**config.mk**
```make
export PLATFORM = sky130hd
export DESIGN_NAME = link_connect_retry_supervisor_unit
export DESIGN_NICKNAME = d
export VERILOG_FILES = /design/src/sv/lcrs_pkg.sv /design/src/sv/lcrs_ctrl.sv /design/src/sv/lcrs_dp.sv /design/src/sv/link_connect_retry_supervisor_unit.sv
export SDC_FILE = /design/constraint.sdc
export NUM_CORES = 1
export LEC_CHECK = 0
export ABC_AREA = 1
export CAP_MARGIN = 20
export CORE_MARGIN = 4
export CORE_UTILIZATION = 58
export DETAILED_ROUTE_END_ITERATION = 16
export DONT_BUFFER_PORTS = 1
export GPL_TIMING_DRIVEN = 0
export HOLD_SLACK_MARGIN = 0.05
export PLACE_DENSITY = 0.75
export SYNTH_ARGS = -nofsm -noshare
export SYNTH_HDL_FRONTEND = slang
export SYNTH_SLANG_ARGS = --single-unit
```
**constraint.sdc**
```tcl
create_clock -name aclk -period 6.1 [get_ports aclk]
set_input_delay 0.305 -clock aclk [delete_from_list [all_inputs] [get_ports aclk]]
set_output_delay 0.305 -clock aclk [all_outputs]
set_load 0.02 [all_outputs]
```
**src/sv/lcrs_pkg.sv**
```systemverilog
// ----------------------------------------------------------------------------
// Link connect retry supervisor package
// Widths, event/state/error codes, register defaults and control structs.
// ----------------------------------------------------------------------------
`default_nettype none

package lcrs_pkg;

    // field widths
    localparam int FUNC_W     = 4;
    localparam int TIME_W     = 32;
    localparam int ERR_W      = 4;
    localparam int STATE_W    = 4;
    localparam int REASON_W   = 3;
    localparam int CNT_W      = 8;
    localparam int SIG_W      = 8;
    localparam int CFG_IDX_W  = 3;
    localparam int CFG_DATA_W = 32;

    // event codes
    localparam logic [FUNC_W-1:0] FN_BOOT       = 4'd0;
    localparam logic [FUNC_W-1:0] FN_TAKE       = 4'd1;
    localparam logic [FUNC_W-1:0] FN_CONNECTING = 4'd2;
    localparam logic [FUNC_W-1:0] FN_ASSOC      = 4'd3;
    localparam logic [FUNC_W-1:0] FN_IP_READY   = 4'd4;
    localparam logic [FUNC_W-1:0] FN_OFFLINE    = 4'd5;
    localparam logic [FUNC_W-1:0] FN_FAILURE    = 4'd6;
    localparam logic [FUNC_W-1:0] FN_TICK       = 4'd7;
    localparam logic [FUNC_W-1:0] FN_MANUAL     = 4'd8;
    localparam logic [FUNC_W-1:0] FN_CLEAR_ERR  = 4'd9;
    localparam logic [FUNC_W-1:0] FN_RESET      = 4'd10;

    // link states
    localparam logic [STATE_W-1:0] ST_IDLE       = 4'd0;
    localparam logic [STATE_W-1:0] ST_BOOTCHECK  = 4'd1;
    localparam logic [STATE_W-1:0] ST_PROVISION  = 4'd2;
    localparam logic [STATE_W-1:0] ST_REQUESTED  = 4'd3;
    localparam logic [STATE_W-1:0] ST_CONNECTING = 4'd4;
    localparam logic [STATE_W-1:0] ST_WAITIP     = 4'd5;
    localparam logic [STATE_W-1:0] ST_READY      = 4'd6;
    localparam logic [STATE_W-1:0] ST_RETRYWAIT  = 4'd7;
    localparam logic [STATE_W-1:0] ST_OFFLINE    = 4'd8;
    localparam logic [STATE_W-1:0] ST_ERROR      = 4'd9;

    // connect reasons
    localparam logic [REASON_W-1:0] RS_NONE   = 3'd0;
    localparam logic [REASON_W-1:0] RS_BOOT   = 3'd1;
    localparam logic [REASON_W-1:0] RS_RETRY  = 3'd2;
    localparam logic [REASON_W-1:0] RS_MANUAL = 3'd4;

    // error codes
    localparam logic [ERR_W-1:0] ER_NONE     = 4'd0;
    localparam logic [ERR_W-1:0] ER_CREDS    = 4'd1;
    localparam logic [ERR_W-1:0] ER_SSID     = 4'd2;
    localparam logic [ERR_W-1:0] ER_NOTFOUND = 4'd3;
    localparam logic [ERR_W-1:0] ER_AUTH     = 4'd4;
    localparam logic [ERR_W-1:0] ER_DHCP     = 4'd5;
    localparam logic [ERR_W-1:0] ER_TIMEOUT  = 4'd6;
    localparam logic [ERR_W-1:0] ER_DRIVER   = 4'd7;
    localparam logic [ERR_W-1:0] ER_INTERNAL = 4'd8;

    // configuration register indexes
    localparam logic [CFG_IDX_W-1:0] CFG_MAX_ATTEMPTS = 3'd0;
    localparam logic [CFG_IDX_W-1:0] CFG_TIMEOUT      = 3'd1;
    localparam logic [CFG_IDX_W-1:0] CFG_BASE_DELAY   = 3'd2;
    localparam logic [CFG_IDX_W-1:0] CFG_MAX_DELAY    = 3'd3;
    localparam logic [CFG_IDX_W-1:0] CFG_BACKOFF_EN   = 3'd4;

    // register defaults
    localparam logic [CNT_W-1:0]  DEF_MAX_ATTEMPTS = 8'd3;
    localparam logic [TIME_W-1:0] DEF_TIMEOUT      = 32'd15000;
    localparam logic [TIME_W-1:0] DEF_BASE_DELAY   = 32'd1500;
    localparam logic [TIME_W-1:0] DEF_MAX_DELAY    = 32'd6000;
    localparam logic              DEF_BACKOFF_EN   = 1'b1;

    // controller -> datapath
    typedef struct packed {
        logic capture;   // latch the input request
        logic exec;      // apply the event to the link state
        logic bo_step;   // one backoff iteration
        logic out_load;  // load the result register
    } cmd_t;

    // datapath -> controller
    typedef struct packed {
        logic bo_needed; // event schedules a retry, delay must be computed
        logic bo_done;   // backoff iteration finishes this cycle
    } status_t;

    // not-found, dhcp, timeout and driver failures are retried
    function automatic logic is_retryable(input logic [ERR_W-1:0] e);
        logic r;
        case (e) inside
            ER_NOTFOUND, ER_DHCP, ER_TIMEOUT, ER_DRIVER: r = 1'b1;
            default:                                     r = 1'b0;
        endcase
        return r;
    endfunction

endpackage

`default_nettype wire

```
**src/sv/lcrs_ctrl.sv**
```systemverilog
// ----------------------------------------------------------------------------
// Link connect retry supervisor: controller
// Sequences capture, update, backoff iterations and result hand-off.
// ----------------------------------------------------------------------------
`default_nettype none

module lcrs_ctrl (
    input  wire logic             aclk,
    input  wire logic             aresetn,
    input  wire logic             s_valid,
    output logic                  s_ready,
    output logic                  m_valid,
    input  wire logic             m_ready,
    input  wire lcrs_pkg::status_t status,
    output lcrs_pkg::cmd_t        cmd
);

    typedef enum logic [1:0] {
        S_IDLE,
        S_EXEC,
        S_BACKOFF,
        S_FINISH
    } ctrl_state_t;

    ctrl_state_t state_reg, state_next;
    logic        m_valid_reg, m_valid_next;

    // next state and commands
    always_comb begin
        state_next   = state_reg;
        m_valid_next = m_valid_reg && !m_ready;
        cmd          = '0;
        unique case (state_reg)
            S_IDLE: begin
                if (s_valid) begin
                    cmd.capture = 1'b1;
                    state_next  = S_EXEC;
                end
            end
            S_EXEC: begin
                cmd.exec   = 1'b1;
                state_next = status.bo_needed ? S_BACKOFF : S_FINISH;
            end
            S_BACKOFF: begin
                cmd.bo_step = 1'b1;
                if (status.bo_done) begin
                    state_next = S_FINISH;
                end
            end
            S_FINISH: begin
                // result register free or being emptied this cycle
                if (!m_valid_reg || m_ready) begin
                    cmd.out_load = 1'b1;
                    m_valid_next = 1'b1;
                    state_next   = S_IDLE;
                end
            end
            default: state_next = S_IDLE;
        endcase
    end

    // state and registered outputs
    always_ff @(posedge aclk) begin
        if (!aresetn) begin
            state_reg   <= S_IDLE;
            m_valid_reg <= 1'b0;
        end else begin
            state_reg   <= state_next;
            m_valid_reg <= m_valid_next;
        end
    end

    assign s_ready = (state_reg == S_IDLE);
    assign m_valid = m_valid_reg;

endmodule

`default_nettype wire

```
**src/sv/lcrs_dp.sv**
```systemverilog
// ----------------------------------------------------------------------------
// Link connect retry supervisor: datapath
// Configuration, link state registers, event update, iterative backoff
// and the result register.
// ----------------------------------------------------------------------------
`default_nettype none

module lcrs_dp (
    input  wire logic                                    aclk,
    input  wire logic                                    aresetn,
    input  wire lcrs_pkg::cmd_t                          cmd,
    output lcrs_pkg::status_t                            status,
    // configuration
    input  wire logic                                    cfg_we,
    input  wire logic        [lcrs_pkg::CFG_IDX_W-1:0]   cfg_index,
    input  wire logic        [lcrs_pkg::CFG_DATA_W-1:0]  cfg_wdata,
    // request fields
    input  wire logic        [lcrs_pkg::FUNC_W-1:0]      s_func,
    input  wire logic        [lcrs_pkg::TIME_W-1:0]      s_now_ms,
    input  wire logic                                    s_setup_done,
    input  wire logic                                    s_creds_present,
    input  wire logic                                    s_ssid_present,
    input  wire logic                                    s_addr_present,
    input  wire logic        [lcrs_pkg::ERR_W-1:0]       s_error_code,
    input  wire logic signed [lcrs_pkg::SIG_W-1:0]       s_signal_dbm,
    // result fields
    output logic             [lcrs_pkg::STATE_W-1:0]     m_link_state,
    output logic             [lcrs_pkg::REASON_W-1:0]    m_connect_reason,
    output logic             [lcrs_pkg::ERR_W-1:0]       m_last_error,
    output logic                                         m_needs_provisioning,
    output logic                                         m_ack_flag,
    output logic                                         m_is_ready,
    output logic                                         m_is_connecting,
    output logic                                         m_is_terminal,
    output logic             [lcrs_pkg::CNT_W-1:0]       m_attempt_count,
    output logic             [lcrs_pkg::TIME_W-1:0]      m_retry_due,
    output logic             [lcrs_pkg::TIME_W-1:0]      m_change_count,
    output logic signed      [lcrs_pkg::SIG_W-1:0]       m_signal_level
);

    localparam int TW = lcrs_pkg::TIME_W;

    // captured request
    logic [lcrs_pkg::FUNC_W-1:0]        in_func_reg;
    logic [TW-1:0]                      in_now_reg;
    logic                               in_setup_reg, in_creds_reg, in_ssid_reg, in_addr_reg;
    logic [lcrs_pkg::ERR_W-1:0]         in_err_reg;
    logic signed [lcrs_pkg::SIG_W-1:0]  in_sig_reg;

    // configuration
    logic [lcrs_pkg::CNT_W-1:0] max_att_reg;
    logic [TW-1:0]              timeout_reg, base_reg, maxd_reg;
    logic                       bo_en_reg;

    // link state
    logic [lcrs_pkg::STATE_W-1:0]      state_reg, state_next;
    logic [lcrs_pkg::REASON_W-1:0]     reason_reg, reason_next;
    logic [lcrs_pkg::ERR_W-1:0]        err_reg, err_next;
    logic                              pending_reg, pending_next;
    logic                              addr_valid_reg, addr_valid_next;
    logic                              prov_reg, prov_next;
    logic                              creds_reg, creds_next;
    logic                              ssid_reg, ssid_next;
    logic [lcrs_pkg::CNT_W-1:0]        attempt_reg, attempt_next;
    logic [TW-1:0]                     start_reg, start_next;
    logic [TW-1:0]                     due_reg, due_next;
    logic [TW-1:0]                     gen_reg, gen_next;
    logic signed [lcrs_pkg::SIG_W-1:0] rssi_reg, rssi_next;
    logic                              ack_reg, ack_next;

    // backoff unit
    logic [TW-1:0]              bo_d_reg;
    logic [lcrs_pkg::CNT_W-1:0] bo_rem_reg;
    logic                       bo_clamp_reg;
    logic [TW-1:0]              bo_result;
    logic                       bo_done;

    // result register
    logic [lcrs_pkg::STATE_W-1:0]      o_state_reg;
    logic [lcrs_pkg::REASON_W-1:0]     o_reason_reg;
    logic [lcrs_pkg::ERR_W-1:0]        o_err_reg;
    logic                              o_prov_reg, o_ack_reg, o_ready_reg;
    logic                              o_conn_reg, o_term_reg;
    logic [lcrs_pkg::CNT_W-1:0]        o_attempt_reg;
    logic [TW-1:0]                     o_due_reg, o_gen_reg;
    logic signed [lcrs_pkg::SIG_W-1:0] o_rssi_reg;

    // event decode helpers
    logic [lcrs_pkg::ERR_W-1:0]    err_sat, fail_err;
    logic [TW-1:0]                 elapsed, since_due;
    logic                          timeout_hit, retry_fire;
    logic                          do_start, do_fail;
    logic [lcrs_pkg::REASON_W-1:0] start_reason;
    logic [1:0]                    gen_add;

    assign err_sat   = (in_err_reg > lcrs_pkg::ER_INTERNAL) ? lcrs_pkg::ER_INTERNAL
                                                            : in_err_reg;
    assign elapsed   = in_now_reg - start_reg;
    assign since_due = in_now_reg - due_reg;

    assign timeout_hit = ((state_reg == lcrs_pkg::ST_CONNECTING) ||
                          (state_reg == lcrs_pkg::ST_WAITIP)) &&
                         (timeout_reg != '0) && (elapsed >= timeout_reg);
    assign retry_fire  = (state_reg == lcrs_pkg::ST_RETRYWAIT) && !since_due[TW-1];

    // event update
    always_comb begin
        state_next      = state_reg;
        reason_next     = reason_reg;
        err_next        = err_reg;
        pending_next    = pending_reg;
        addr_valid_next = addr_valid_reg;
        prov_next       = prov_reg;
        creds_next      = creds_reg;
        ssid_next       = ssid_reg;
        attempt_next    = attempt_reg;
        start_next      = start_reg;
        due_next        = due_reg;
        rssi_next       = rssi_reg;
        ack_next        = 1'b0;
        gen_add         = 2'd0;
        do_start        = 1'b0;
        do_fail         = 1'b0;
        start_reason    = lcrs_pkg::RS_NONE;
        fail_err        = err_sat;

        unique case (in_func_reg)
            lcrs_pkg::FN_BOOT: begin
                state_next      = lcrs_pkg::ST_BOOTCHECK;
                reason_next     = lcrs_pkg::RS_BOOT;
                err_next        = lcrs_pkg::ER_NONE;
                pending_next    = 1'b0;
                addr_valid_next = 1'b0;
                prov_next       = 1'b0;
                creds_next      = in_creds_reg;
                ssid_next       = in_ssid_reg;
                attempt_next    = '0;
                start_next      = '0;
                due_next        = '0;
                rssi_next       = '0;
                gen_add         = 2'd1;
                if (!in_setup_reg || !in_creds_reg) begin
                    err_next   = lcrs_pkg::ER_CREDS;
                    prov_next  = 1'b1;
                    state_next = lcrs_pkg::ST_PROVISION;
                end else if (!in_ssid_reg) begin
                    err_next   = lcrs_pkg::ER_SSID;
                    prov_next  = 1'b1;
                    state_next = lcrs_pkg::ST_PROVISION;
                end else begin
                    attempt_next = 8'd1;
                    do_start     = 1'b1;
                    start_reason = lcrs_pkg::RS_BOOT;
                    ack_next     = 1'b1;
                end
            end
            lcrs_pkg::FN_TAKE: begin
                ack_next     = pending_reg;
                pending_next = 1'b0;
            end
            lcrs_pkg::FN_CONNECTING: begin
                addr_valid_next = 1'b0;
                rssi_next       = '0;
                pending_next    = 1'b0;
                start_next      = in_now_reg;
                err_next        = lcrs_pkg::ER_NONE;
                state_next      = lcrs_pkg::ST_CONNECTING;
                gen_add         = 2'd1;
            end
            lcrs_pkg::FN_ASSOC: begin
                addr_valid_next = 1'b0;
                rssi_next       = in_sig_reg;
                err_next        = lcrs_pkg::ER_NONE;
                state_next      = lcrs_pkg::ST_WAITIP;
                gen_add         = 2'd1;
            end
            lcrs_pkg::FN_IP_READY: begin
                addr_valid_next = in_addr_reg;
                rssi_next       = in_sig_reg;
                pending_next    = 1'b0;
                prov_next       = 1'b0;
                due_next        = '0;
                err_next        = in_addr_reg ? lcrs_pkg::ER_NONE : lcrs_pkg::ER_DHCP;
                state_next      = in_addr_reg ? lcrs_pkg::ST_READY : lcrs_pkg::ST_ERROR;
                gen_add         = 2'd1;
            end
            lcrs_pkg::FN_OFFLINE: begin
                addr_valid_next = 1'b0;
                rssi_next       = '0;
                pending_next    = 1'b0;
                err_next        = err_sat;
                state_next      = lcrs_pkg::ST_OFFLINE;
                prov_next       = 1'b0;
                gen_add         = 2'd1;
            end
            lcrs_pkg::FN_FAILURE: begin
                do_fail = 1'b1;
            end
            lcrs_pkg::FN_TICK: begin
                // connect timeout takes precedence over the retry deadline
                if (timeout_hit) begin
                    do_fail  = 1'b1;
                    fail_err = lcrs_pkg::ER_TIMEOUT;
                end else if (retry_fire) begin
                    attempt_next = attempt_reg + 8'd1;
                    do_start     = 1'b1;
                    start_reason = lcrs_pkg::RS_RETRY;
                end
            end
            lcrs_pkg::FN_MANUAL: begin
                if (!creds_reg || !ssid_reg) begin
                    err_next   = lcrs_pkg::ER_CREDS;
                    prov_next  = 1'b1;
                    state_next = lcrs_pkg::ST_PROVISION;
                    gen_add    = 2'd1;
                end else begin
                    attempt_next = 8'd1;
                    do_start     = 1'b1;
                    start_reason = lcrs_pkg::RS_MANUAL;
                end
            end
            lcrs_pkg::FN_CLEAR_ERR: begin
                err_next = lcrs_pkg::ER_NONE;
                if (state_reg == lcrs_pkg::ST_ERROR) begin
                    state_next = lcrs_pkg::ST_IDLE;
                end
                gen_add = 2'd1;
            end
            lcrs_pkg::FN_RESET: begin
                // all link state back to reset values except the change counter
                state_next      = lcrs_pkg::ST_IDLE;
                reason_next     = lcrs_pkg::RS_NONE;
                err_next        = lcrs_pkg::ER_NONE;
                pending_next    = 1'b0;
                addr_valid_next = 1'b0;
                prov_next       = 1'b0;
                creds_next      = 1'b0;
                ssid_next       = 1'b0;
                attempt_next    = '0;
                start_next      = '0;
                due_next        = '0;
                rssi_next       = '0;
            end
            default: ;
        endcase

        // issue a connect request
        if (do_start) begin
            reason_next     = start_reason;
            err_next        = lcrs_pkg::ER_NONE;
            pending_next    = 1'b1;
            addr_valid_next = 1'b0;
            start_next      = in_now_reg;
            due_next        = '0;
            state_next      = lcrs_pkg::ST_REQUESTED;
            gen_add         = gen_add + 2'd1;
        end

        // sort a failure; the retry deadline is filled in by the backoff unit
        if (do_fail) begin
            addr_valid_next = 1'b0;
            rssi_next       = '0;
            pending_next    = 1'b0;
            err_next        = fail_err;
            gen_add         = 2'd1;
            if (fail_err == lcrs_pkg::ER_AUTH) begin
                state_next = lcrs_pkg::ST_OFFLINE;
                prov_next  = 1'b0;
            end else if (!lcrs_pkg::is_retryable(fail_err)) begin
                state_next = lcrs_pkg::ST_ERROR;
            end else if (attempt_reg >= max_att_reg) begin
                state_next = lcrs_pkg::ST_OFFLINE;
                prov_next  = 1'b0;
            end else begin
                state_next = lcrs_pkg::ST_RETRYWAIT;
            end
        end

        gen_next = gen_reg + TW'(gen_add);
    end

    assign status.bo_needed = do_fail && lcrs_pkg::is_retryable(fail_err) &&
                              (attempt_reg < max_att_reg);

    // backoff iteration: one doubling per cycle until the attempts run out, early exit at the ceiling or at zero
    always_comb begin
        bo_done   = 1'b0;
        bo_result = bo_d_reg;
        if (bo_rem_reg == '0) begin
            bo_done   = 1'b1;
            bo_result = (bo_clamp_reg && (bo_d_reg > maxd_reg)) ? maxd_reg : bo_d_reg;
        end else if ((bo_d_reg >= maxd_reg) || (bo_d_reg > (maxd_reg >> 1))) begin
            bo_done   = 1'b1;
            bo_result = maxd_reg;
        end else if (bo_d_reg == '0) begin
            // zero never grows
            bo_done   = 1'b1;
            bo_result = '0;
        end
    end

    assign status.bo_done = bo_done;

    // registers
    always_ff @(posedge aclk) begin
        if (!aresetn) begin
            max_att_reg    <= lcrs_pkg::DEF_MAX_ATTEMPTS;
            timeout_reg    <= lcrs_pkg::DEF_TIMEOUT;
            base_reg       <= lcrs_pkg::DEF_BASE_DELAY;
            maxd_reg       <= lcrs_pkg::DEF_MAX_DELAY;
            bo_en_reg      <= lcrs_pkg::DEF_BACKOFF_EN;
            state_reg      <= lcrs_pkg::ST_IDLE;
            reason_reg     <= lcrs_pkg::RS_NONE;
            err_reg        <= lcrs_pkg::ER_NONE;
            pending_reg    <= 1'b0;
            addr_valid_reg <= 1'b0;
            prov_reg       <= 1'b0;
            creds_reg      <= 1'b0;
            ssid_reg       <= 1'b0;
            attempt_reg    <= '0;
            start_reg      <= '0;
            due_reg        <= '0;
            gen_reg        <= '0;
            rssi_reg       <= '0;
            ack_reg        <= 1'b0;
            bo_rem_reg     <= '0;
            bo_clamp_reg   <= 1'b0;
        end else begin
            // configuration writes
            if (cfg_we) begin
                unique case (cfg_index)
                    lcrs_pkg::CFG_MAX_ATTEMPTS: max_att_reg <= cfg_wdata[lcrs_pkg::CNT_W-1:0];
                    lcrs_pkg::CFG_TIMEOUT:      timeout_reg <= cfg_wdata[TW-1:0];
                    lcrs_pkg::CFG_BASE_DELAY:   base_reg    <= cfg_wdata[TW-1:0];
                    lcrs_pkg::CFG_MAX_DELAY:    maxd_reg    <= cfg_wdata[TW-1:0];
                    lcrs_pkg::CFG_BACKOFF_EN:   bo_en_reg   <= cfg_wdata[0];
                    default: ;
                endcase
            end

            if (cmd.exec) begin
                state_reg      <= state_next;
                reason_reg     <= reason_next;
                err_reg        <= err_next;
                pending_reg    <= pending_next;
                addr_valid_reg <= addr_valid_next;
                prov_reg       <= prov_next;
                creds_reg      <= creds_next;
                ssid_reg       <= ssid_next;
                attempt_reg    <= attempt_next;
                start_reg      <= start_next;
                due_reg        <= due_next;
                gen_reg        <= gen_next;
                rssi_reg       <= rssi_next;
                ack_reg        <= ack_next;
                // backoff setup from the attempt number before the update
                if (!bo_en_reg || (attempt_reg <= 8'd1)) begin
                    bo_rem_reg   <= '0;
                    bo_clamp_reg <= 1'b0;
                end else begin
                    bo_rem_reg   <= attempt_reg - 8'd1;
                    bo_clamp_reg <= 1'b1;
                end
            end else if (cmd.bo_step) begin
                if (bo_done) begin
                    due_reg <= in_now_reg + bo_result;
                end else begin
                    bo_rem_reg <= bo_rem_reg - 8'd1;
                end
            end
        end
    end

    // payload registers
    always_ff @(posedge aclk) begin
        if (cmd.capture) begin
            in_func_reg  <= s_func;
            in_now_reg   <= s_now_ms;
            in_setup_reg <= s_setup_done;
            in_creds_reg <= s_creds_present;
            in_ssid_reg  <= s_ssid_present;
            in_addr_reg  <= s_addr_present;
            in_err_reg   <= s_error_code;
            in_sig_reg   <= s_signal_dbm;
        end
        if (cmd.exec) begin
            bo_d_reg <= base_reg;
        end else if (cmd.bo_step && !bo_done) begin
            bo_d_reg <= bo_d_reg << 1;
        end
        if (cmd.out_load) begin
            o_state_reg   <= state_reg;
            o_reason_reg  <= reason_reg;
            o_err_reg     <= err_reg;
            o_prov_reg    <= prov_reg;
            o_ack_reg     <= ack_reg;
            o_ready_reg   <= (state_reg == lcrs_pkg::ST_READY) && addr_valid_reg;
            o_conn_reg    <= (state_reg == lcrs_pkg::ST_REQUESTED) ||
                             (state_reg == lcrs_pkg::ST_CONNECTING) ||
                             (state_reg == lcrs_pkg::ST_WAITIP) ||
                             (state_reg == lcrs_pkg::ST_RETRYWAIT);
            o_term_reg    <= (state_reg == lcrs_pkg::ST_ERROR) ||
                             (state_reg == lcrs_pkg::ST_OFFLINE);
            o_attempt_reg <= attempt_reg;
            o_due_reg     <= due_reg;
            o_gen_reg     <= gen_reg;
            o_rssi_reg    <= rssi_reg;
        end
    end

    assign m_link_state         = o_state_reg;
    assign m_connect_reason     = o_reason_reg;
    assign m_last_error         = o_err_reg;
    assign m_needs_provisioning = o_prov_reg;
    assign m_ack_flag           = o_ack_reg;
    assign m_is_ready           = o_ready_reg;
    assign m_is_connecting      = o_conn_reg;
    assign m_is_terminal        = o_term_reg;
    assign m_attempt_count      = o_attempt_reg;
    assign m_retry_due          = o_due_reg;
    assign m_change_count       = o_gen_reg;
    assign m_signal_level       = o_rssi_reg;

endmodule

`default_nettype wire

```
**src/sv/link_connect_retry_supervisor_unit.sv**
```systemverilog
// ----------------------------------------------------------------------------
// Link connect retry supervisor
// Tracks link state, errors and retries with exponential backoff.
// ----------------------------------------------------------------------------
// One request carries one link event and yields exactly one result with the
// link status after that event. A request's result is valid after the state
// update and then the result load, once the result register is free. A
// failure that schedules a retry adds backoff iterations: the backoff
// unit doubles the retry delay once per cycle until it reaches the ceiling
// or runs out of attempts, or at once if the delay is zero. The next request
// is accepted while an earlier result still waits to be taken; its own
// result is loaded once the register frees up. Configuration writes take
// effect at once; the user makes them while no request is in flight, which the block does not enforce.
`default_nettype none

module link_connect_retry_supervisor_unit (
    input  wire logic                                    aclk,
    input  wire logic                                    aresetn,
    // configuration
    input  wire logic                                    cfg_we,
    input  wire logic        [lcrs_pkg::CFG_IDX_W-1:0]   cfg_index,
    input  wire logic        [lcrs_pkg::CFG_DATA_W-1:0]  cfg_wdata,
    // event requests
    input  wire logic                                    s_valid,
    output logic                                         s_ready,
    input  wire logic        [lcrs_pkg::FUNC_W-1:0]      s_func,
    input  wire logic        [lcrs_pkg::TIME_W-1:0]      s_now_ms,
    input  wire logic                                    s_setup_done,
    input  wire logic                                    s_creds_present,
    input  wire logic                                    s_ssid_present,
    input  wire logic                                    s_addr_present,
    input  wire logic        [lcrs_pkg::ERR_W-1:0]       s_error_code,
    input  wire logic signed [lcrs_pkg::SIG_W-1:0]       s_signal_dbm,
    // status results
    output logic                                         m_valid,
    input  wire logic                                    m_ready,
    output logic             [lcrs_pkg::STATE_W-1:0]     m_link_state,
    output logic             [lcrs_pkg::REASON_W-1:0]    m_connect_reason,
    output logic             [lcrs_pkg::ERR_W-1:0]       m_last_error,
    output logic                                         m_needs_provisioning,
    output logic                                         m_ack_flag,
    output logic                                         m_is_ready,
    output logic                                         m_is_connecting,
    output logic                                         m_is_terminal,
    output logic             [lcrs_pkg::CNT_W-1:0]       m_attempt_count,
    output logic             [lcrs_pkg::TIME_W-1:0]      m_retry_due,
    output logic             [lcrs_pkg::TIME_W-1:0]      m_change_count,
    output logic signed      [lcrs_pkg::SIG_W-1:0]       m_signal_level
);

    lcrs_pkg::cmd_t    cmd;
    lcrs_pkg::status_t status;

    // sequencing
    lcrs_ctrl u_ctrl (
        .aclk    (aclk),
        .aresetn (aresetn),
        .s_valid (s_valid),
        .s_ready (s_ready),
        .m_valid (m_valid),
        .m_ready (m_ready),
        .status  (status),
        .cmd     (cmd)
    );

    // state, backoff and result
    lcrs_dp u_dp (
        .aclk                 (aclk),
        .aresetn              (aresetn),
        .cmd                  (cmd),
        .status               (status),
        .cfg_we               (cfg_we),
        .cfg_index            (cfg_index),
        .cfg_wdata            (cfg_wdata),
        .s_func               (s_func),
        .s_now_ms             (s_now_ms),
        .s_setup_done         (s_setup_done),
        .s_creds_present      (s_creds_present),
        .s_ssid_present       (s_ssid_present),
        .s_addr_present       (s_addr_present),
        .s_error_code         (s_error_code),
        .s_signal_dbm         (s_signal_dbm),
        .m_link_state         (m_link_state),
        .m_connect_reason     (m_connect_reason),
        .m_last_error         (m_last_error),
        .m_needs_provisioning (m_needs_provisioning),
        .m_ack_flag           (m_ack_flag),
        .m_is_ready           (m_is_ready),
        .m_is_connecting      (m_is_connecting),
        .m_is_terminal        (m_is_terminal),
        .m_attempt_count      (m_attempt_count),
        .m_retry_due          (m_retry_due),
        .m_change_count       (m_change_count),
        .m_signal_level       (m_signal_level)
    );

endmodule

`default_nettype wire

```
---- After elaboration in Yosys (flattened, before gate mapping) ----
Index checks and enable logic that the tools add are counted.
storage, ports and cells
  register bits ........................... 426
  word-level logic and storage cells ...... 275
cells by class
  $add $sub $neg .......................... 8
  $lt $le $gt $ge ......................... 8
  equal/unequal tests ..................... 39
  mux-type cells .......................... 103
  reduce and logical (&&, ||, !) cells .... 73
operators by type and width
  cell                                                                count
  32-bit two-way mux                                                  12
  8-bit two-way mux                                                   9
  32-bit greater-or-equal comparator                                  2
  4-bit two-way mux                                                   16
  32-bit one-hot mux with 2 select lines                              1
  32-bit subtractor                                                   2
  4-bit by 3-bit == test with 1-bit output, second input constant     12
  1-bit two-way mux                                                   37
  32-bit by 2-bit adder with 32-bit output                            1
  32-bit adder                                                        1
  32-bit by 31-bit greater-than comparator with 1-bit output          1
  32-bit greater-than comparator                                      1
  32-bit logical NOT                                                  1
  4-bit one-hot mux with 8 select lines                               1
  8-bit one-hot mux with 4 select lines                               1
  32-bit nonzero test                                                 1
  2-bit AND reduction                                                 12
  4-bit == test, second input constant                                5
  4-bit one-hot mux with 5 select lines                               1
  4-bit by 2-bit == test with 1-bit output, second input constant     4
  2-bit two-way mux                                                   8
  8-bit one-hot mux with 2 select lines                               1
  8-bit by 1-bit subtractor with 8-bit output, second input constant  2
  3-bit two-way mux                                                   5
  other kinds (42)                                                    94

---- Depth between registers and ports, before layout ----
Gate-level depths: netlist of run 1.
  depth in word-level cells ............... 14
  mapped depth ............................ 41
  depth with buffers taken out ............ 40

---- Cells and area by module ----
A second synthesis of run 1 with hierarchy kept.
unflattened totals
  cell total of the unflattened synthesis .. 2,904
  area total of the unflattened synthesis .. 23,522.6 um^2
modules (own cells, without submodules)
  module     times used  cells each  area each (um^2)  sequential area each (um^2)
  lcrs_dp    1           2,871       23,297.3          10,269.8
  lcrs_ctrl  1           33          225.2             60.1

---- Least setup slack after synthesis of run 1 ----
OpenSTA, ideal clock, no wires.
  path kind ............................... register to register
  from .................................... register u_ctrl.state_reg[0]
  to ...................................... register u_dp.o_ack_reg, in the netlist u_dp.m_ack_flag (enable)
  library setup time ...................... 0.582 ns
  data arrival time ....................... 5.215 ns
  data required time ...................... 5.518 ns
  path slack .............................. 0.302 ns
  cell stages (with the launch flop) ...... 4
  period minus slack after synthesis ...... 5.798 ns
  cell sequence ........................... dfxtp_1 ha_1 inv_1 a21oi_1
RTL lines
  item                    line             text
  from (decl)             lcrs_ctrl.sv:25  ctrl_state_t state_reg, state_next;
  from (signal assigned)  lcrs_ctrl.sv:68  state_reg <= state_next;
  to (signal assigned)    lcrs_dp.sv:396   o_ack_reg <= ack_reg;
  to (decl)               lcrs_dp.sv:82    logic o_prov_reg, o_ack_reg, o_ready_reg;

---- Final worst setup path of run 1 ----
  from .................................... register u_dp.in_now_reg[14]
  to ...................................... register u_dp.gen_reg[25]
on the way
  cells in the longest elaborated chain, start to end .. 9
  elaborated cells between the ends (all ways) .. 14
  classes of those cells .................. add/sub (3); order compare (1); mux (7); reduce/logical (3)
ends and longest elaborated chain
  item                                                       line            text
  from (decl)                                                lcrs_dp.sv:45   logic [TW-1:0] in_now_reg;
  from (signal assigned)                                     lcrs_dp.sv:378  in_now_reg <= s_now_ms;
  branches (longest 7 deep; another with 32-bit subtractor)  --
  2-bit two-way mux (*)                                      lcrs_dp.sv:260  if (do_fail) begin
  32-bit by 2-bit adder with 32-bit output (*)               lcrs_dp.sv:279  gen_next = gen_reg + TW'(gen_add);
  to (signal assigned)                                       lcrs_dp.sv:353  gen_reg <= gen_next;
  to (decl)                                                  lcrs_dp.sv:67   logic [TW-1:0] gen_reg, gen_next;
Mark *: on every way between the ends.
A chain may end at the register's enable or synchronous reset.

==> results.ini, run 1 <==
[die]
rows=73
die-area_mm2=0.0434
core_area_mm2=0.0396
die_w_um=208
io_pins=190
start_util_pct=58.6
die-height_um=208

[power_and_ir_drop]
internal_power_mw=8.07
switching_share_pct=47.6
vdd_ir_drop_max_v=0.000409
p_switching_mw=7.34
powerDensity_mw_per_mm2=573
combPwrFrac_pct=55.2
power.share.clock_pct=18.4
leakage_nw=10.8
p_seq_share_pct=26.4

[grt]
grt_pass1_vias=19700
grt_start_max_net_pins=41
grt_pass1_wl_mm=111
gr-usage-all-layers_pct=32.0
antenna_found_initial=0
grt-ovfl-total=0

[sta]
fmax_mhz=171
setup_violations=0
fin_crit_sh_pct=95.6
finalMaxSlewViolations=0
finalHoldViolCount=0
tightest_slew_ns=0.932
fin_worst_skew_ns=0.0420
final.setup.tns_ns=0
fin_crit_ns=5.83
slew_headroom_pct=37.8

[setup_path]
cp_data_required_time_ns=6.59
crit_family=simple AND/OR/NAND/NOR gates
crit_arrival_ns=6.32
crit_path_end_kind=flip-flop
crit_top_cell=a21oi_1
reg2reg_slack_ns=0.27
worst_setup_path_start_kind=flip-flop
crit_path_top_delay_cell=edfxtp_1
cp_slowest_stage_delay_ns=0.53
critPathMaxFanout=7
path_class=flip-flop to flip-flop
path_buf_inv=3

[synthesis]
ys.flop_type=dfxtp_1
syn-instance-count=2803
synth_commonest_cells=nand2_1, inv_1, a21oi_1, o21ai_0, dfxtp_1
synthArstFlopShare_pct=0
synth_edf_count=180
synth.area.top_cells=edfxtp_1, dfxtp_1, ha_1
synth-seq-area-share_pct=44.4
ys_types=61
yosys.area.top_type=edfxtp_1
synth.top_cell.area_share_pct=23.2
syn_area_mm2=0.0232
yosysMostFrequentCell=nand2_1
synthesis.nets=3105
ys_ff_latch=426
yosysWarnings=0
avgSynthCellArea_um2=8.29

[clock_network]
cts_buffers=45
clk_pin_slew_ns=0.06
htree_levels=2
clk_latency_ns=0.61
cts.sinks=426
cts_max_path_buffers=3
clock-root-buffer=clkbuf_16
cts_tree=done

[drt]
ant_nets=0
drt_wl_total_mm=72.0
post-route-drc-count=0
drt-pass1-iter-count=6
vias=20700
wire_per_inst_um=20.4
post_drt_via_cell_ratio=5.86
drtIter0Drc=1863

[placement]
gp_congestion=0.967
io_buffers=0
dp_hpwl_mm=54.6
dp.cells=3332

[cells_and_area]
area_growth_pct=15.6
drive_gt1_share_pct=7.43
nets=3268
stdcell_count=3528
fillCellCount=3284
diodes=0
final-seq-area_mm2=0.0103
multi_input_area_mm2=0.0115

[outcome]
outcome=completed

[flow_run]
cap_violations=0

[min_path]
hp-class=primary input to flip-flop

[layout make-up]
cell class | instances | area share [%]
Multi-Input combinational cell | 1933 | 42.6
Sequential cell | 426 | 38.4
Inverter | 360 | 5.03
Clock buffer | 58 | 4.45
Timing Repair Buffer | 117 | 4.35
Tap cell | 525 | 2.44
Buffer | 83 | 1.43
Clock inverter | 26 | 1.25
[worst reg2reg max path, delay by kind of cell (launching register included)]
kind,cells,cell delay [ns]
xor+xnor,1,0.15
buf+inv,3,0.17
fa+ha+maj,4,1.05
simple gates,18,2.47
compound gates,7,1.38
flops,1,0.53
[through the flow]
step | instance area (µm²) | utilization (%) | total power [mW] | setup WS, ns | hold slack [ns]
finish | 26900 | 67.8 | 15.4 | 0.269 | 0.101
floorplan | 23200 | - | 9.72 | 0.302 | 0.403
detailed placement | 24000 | 60.6 | 12.2 | -0.836 | 0.404
global route | 26900 | 67.8 | 16.5 | -0.0660 | 0.113
CTS | 26600 | 67.1 | 15.2 | 0.0147 | 0.0680
global placement | 23900 | 60.3 | 12.1 | -1.63 | 0.404
[power by group through the flow]
stage / registers [mW] / logic [mW] / clock network (mW)
floorplan: 3.98 / 5.74 / 0
global placement: 4.14 / 7.96 / 0
detailed placement: 4.12 / 8.11 / 0
CTS: 4.07 / 8.26 / 2.86
global route: 4.11 / 9.38 / 3.00
finish: 4.07 / 8.50 / 2.84
[worst paths after layout]
path	startpoint	endpoint	depth (start not counted)
worst max-delay path	u_dp.in_now_reg[14]	u_dp.gen_reg[25]	33
worst min-delay path	cfg_index[0]	u_dp.timeout_reg[9]	4
worst max register to register	u_dp.in_now_reg[14]	u_dp.gen_reg[25]	33
worst min register to register	u_dp.gen_reg[31]	u_dp.m_change_count[31]	0
[cells by family after synthesis]
logic type      after synthesis  share of synthesized area (%)
compound gates              735                           17.1
xor+xnor                     70                           2.64
fa+ha+maj                   210                           11.4
buf+inv                     444                           7.49
flops                       426                           44.4
simple gates                918                           16.9
[cell usage in the layout, fill, tap and decap left out, types with 24 or more instances in the layout]
cell type / synthesis / layout
xor2_1: 46 / 46
clkbuf_16: 0 / 45
inv_1: 345 / 343
xnor2_1: 24 / 24
o21ai_1: 38 / 40
ha_1: 207 / 197
nor2_1: 233 / 227
o21ai_0: 249 / 246
clkbuf_1: 57 / 68
nand3_1: 79 / 77
o22ai_1: 38 / 38
edfxtp_1: 180 / 180
nor3_1: 44 / 41
dlygate4sd3_1: 0 / 94
a21oi_1: 327 / 317
nand2_1: 467 / 461
dfxtp_1: 246 / 246
nand4_1: 41 / 41
[what timing repair did]
item                       4_1_cts  5_1_grt
hold endpoints to repair       159        1
resized for setup               20       41
setup endpoints to repair       28       27
pin swaps                        3       19
hold buffers                    93        1
buffers inserted                 5       13
[routing by layer]
layer	wire length (µm)	global-route usage (%)	vias up
met3	4930	4.46	162
met2	33500	52.2	846
met4	3240	13.5	0
met5	0	0	-
met1	30300	43.1	9756
li1	-	-	9898
Power figures use the tool's default switching activity.
==> inputs of run 2 (changes only) <==
CELL_PAD_IN_SITES_DETAIL_PLACEMENT = 0   (was default)
CELL_PAD_IN_SITES_GLOBAL_PLACEMENT = 1   (was default)
CORE_UTILIZATION = 44   (was 58)
PLACE_DENSITY = 0.76   (was 0.75)
==> results.ini, run 2 (synthesis gave the netlist of run 1 again) <==
[cells_and_area]
area_growth_pct=17.5
layout_common_cells=nand2_1, inv_1, a21oi_1
nets=3280  ; +0.37%
final_cell_area_mm2=0.0273  ; +1.6%
mostFrequentLayoutCell=nand2_1
drive_gt1_share_pct=8.18  ; +0.76 points

[die]
die_w_um=238  ; +14%
die-height_um=238  ; +14%
die-area_mm2=0.0566  ; +31%
start_util_pct=44.9  ; -14 points
rows=83  ; +14%
core_area_mm2=0.0518  ; +31%
io_pins=190  ; unchanged

[drt]
wire_per_inst_um=20.5  ; +0.52%
vias=20300  ; -1.8%
post_drt_via_cell_ratio=5.48  ; -6.5%
ant_nets=0  ; unchanged
post-route-drc-count=0  ; unchanged
drt-pass1-iter-count=6  ; unchanged
drtIter0Drc=1699  ; -8.8%
drt_wl_total_mm=75.9  ; +5.5%

[setup_path]
cp_slowest_stage_delay_ns=0.46  ; -0.07 ns
crit_path_top_delay_cell=edfxtp_1
crit_path_end_kind=flip-flop
cp_data_required_time_ns=6.57  ; -0.02 ns
reg2reg_slack_ns=0.35  ; +0.08 ns
critPathMaxFanout=6  ; -1
path_class=flip-flop to flip-flop
crit_top_cell=nand2_2
worst_setup_path_start_kind=flip-flop
crit_arrival_ns=6.22  ; -0.10 ns

[placement]
gp_congestion=0.922  ; -4.6%
io_buffers=0  ; unchanged
placed_cell_area_mm2=0.0242  ; +0.97%
dp_hpwl_mm=58.4  ; +6.9%

[sta]
slew_headroom_pct=22.5  ; -15 points
fin_crit_ns=5.75  ; -0.0816 ns
fin_worst_skew_ns=0.0226  ; -0.0194 ns
finalMaxSlewViolations=0  ; unchanged
hold_ws_ns=0.118  ; +0.0163 ns
tightest_slew_ns=1.16  ; +0.231 ns
fmax_mhz=174  ; +1.4%
finalHoldViolCount=0  ; unchanged
fin_crit_sh_pct=94.3  ; -1.3 points
setup_violations=0  ; unchanged
final.setup.tns_ns=0  ; unchanged

[power_and_ir_drop]
vdd_ir_drop_max_v=0.000344  ; -16%
leakage_nw=10.9  ; +0.75%
powerDensity_mw_per_mm2=573  ; -0.13%

[clock_network]
cts_buffers=48  ; +6.7%
clock-root-buffer=clkbuf_16
cts.sinks=426  ; unchanged
cts_max_path_buffers=3  ; unchanged
htree_levels=2  ; unchanged
clk_pin_slew_ns=0.06  ; about the same
cts_tree=done
clk_latency_ns=0.59  ; -0.02 ns

[grt]
gr-usage-all-layers_pct=25.8  ; -6.2 points
antenna_found_initial=4  ; +4
grt_pass1_vias=19300  ; -2.0%
grt_pass1_wl_mm=114  ; +3.3%
grt-ovfl-total=0  ; unchanged
grt_start_max_net_pins=41  ; unchanged

[outcome]
outcome=completed

[flow_run]
cap_violations=0  ; unchanged

[min_path]
hp-class=primary input to flip-flop

## run 2: path summary, 6_finish.rpt
kind | start | to | cells after the start
worst min register to register | u_dp.rssi_reg[2] | u_dp.m_signal_level[2] | 0
worst max register to register | u_dp.in_now_reg[0] | u_dp.gen_reg[31] | 39
worst max-delay path | u_dp.in_now_reg[0] | u_dp.gen_reg[31] | 39
worst min-delay path | cfg_index[0] | u_dp.base_reg[0] | 3
## run 2: metal layers
| metal | vias up | global-route usage [%] | share of wire (%) |
|---|---|---|---|
| met3 | 115 | 3.36 | 4.7 |
| met5 | - | 0 | 0.016 |
| met4 | 2 | 7.68 | 3.0 |
| li1 | 9939 | - | - |
| met1 | 9664 | 35.7 | 46 |
| met2 | 562 | 42.5 | 46 |
## run 2: layout make-up
cell class                      instances  area (µm²)
Antenna cell                            4        10.0
Buffer                                 83         384
Clock buffer                           61        1310
Clock inverter                         29         272
Fill cell                            4851       24500
Inverter                              360        1350
Multi-Input combinational cell       1933       11500
Sequential cell                       426       10300
Tap cell                              680         851
Timing Repair Buffer                  126        1260
## run 2: power breakdown
group / internal [mW] / total (mW) / switching (mW)
clock network: 1.70 / 2.93 / 1.23
logic: 2.93 / 8.64 / 5.71
registers: 3.57 / 4.08 / 0.506
## run 2: per-stage QoR
step / power (mW) / cells / util [%] / setup WS [ns]
2_1_floorplan: 9.72 / 2803 / - / 0.302
3_3_place_gp: 12.3 / 3483 / 46.5 / -2.30
3_5_place_dp: 12.4 / 3488 / 46.8 / -0.703
4_1_cts: 15.4 / 3671 / 51.7 / 0.0101
5_1_grt: 16.8 / 3700 / 52.7 / -0.0657
6_report: 15.6 / 3702 / 52.7 / 0.350
## run 2: worst max-delay path: cells and delay by family, from the launching register on
family,cells,cell delay [ns]
AO/OA/AOI/OAI,6,0.72
XOR/XNOR,1,0.13
adder cells (fa/ha/maj),5,1.22
buffers and inverters,6,0.42
flip-flops,1,0.46
AND/OR/NAND/NOR,21,2.66
## run 2: repair_timing
item	in CTS	in global routing
endpoints found under the hold margin	160	0
gates resized for setup	14	56
hold buffers	92	0
setup endpoints to repair	24	22
gates cloned	0	0
pin swaps	2	16
setup buffers	2	27
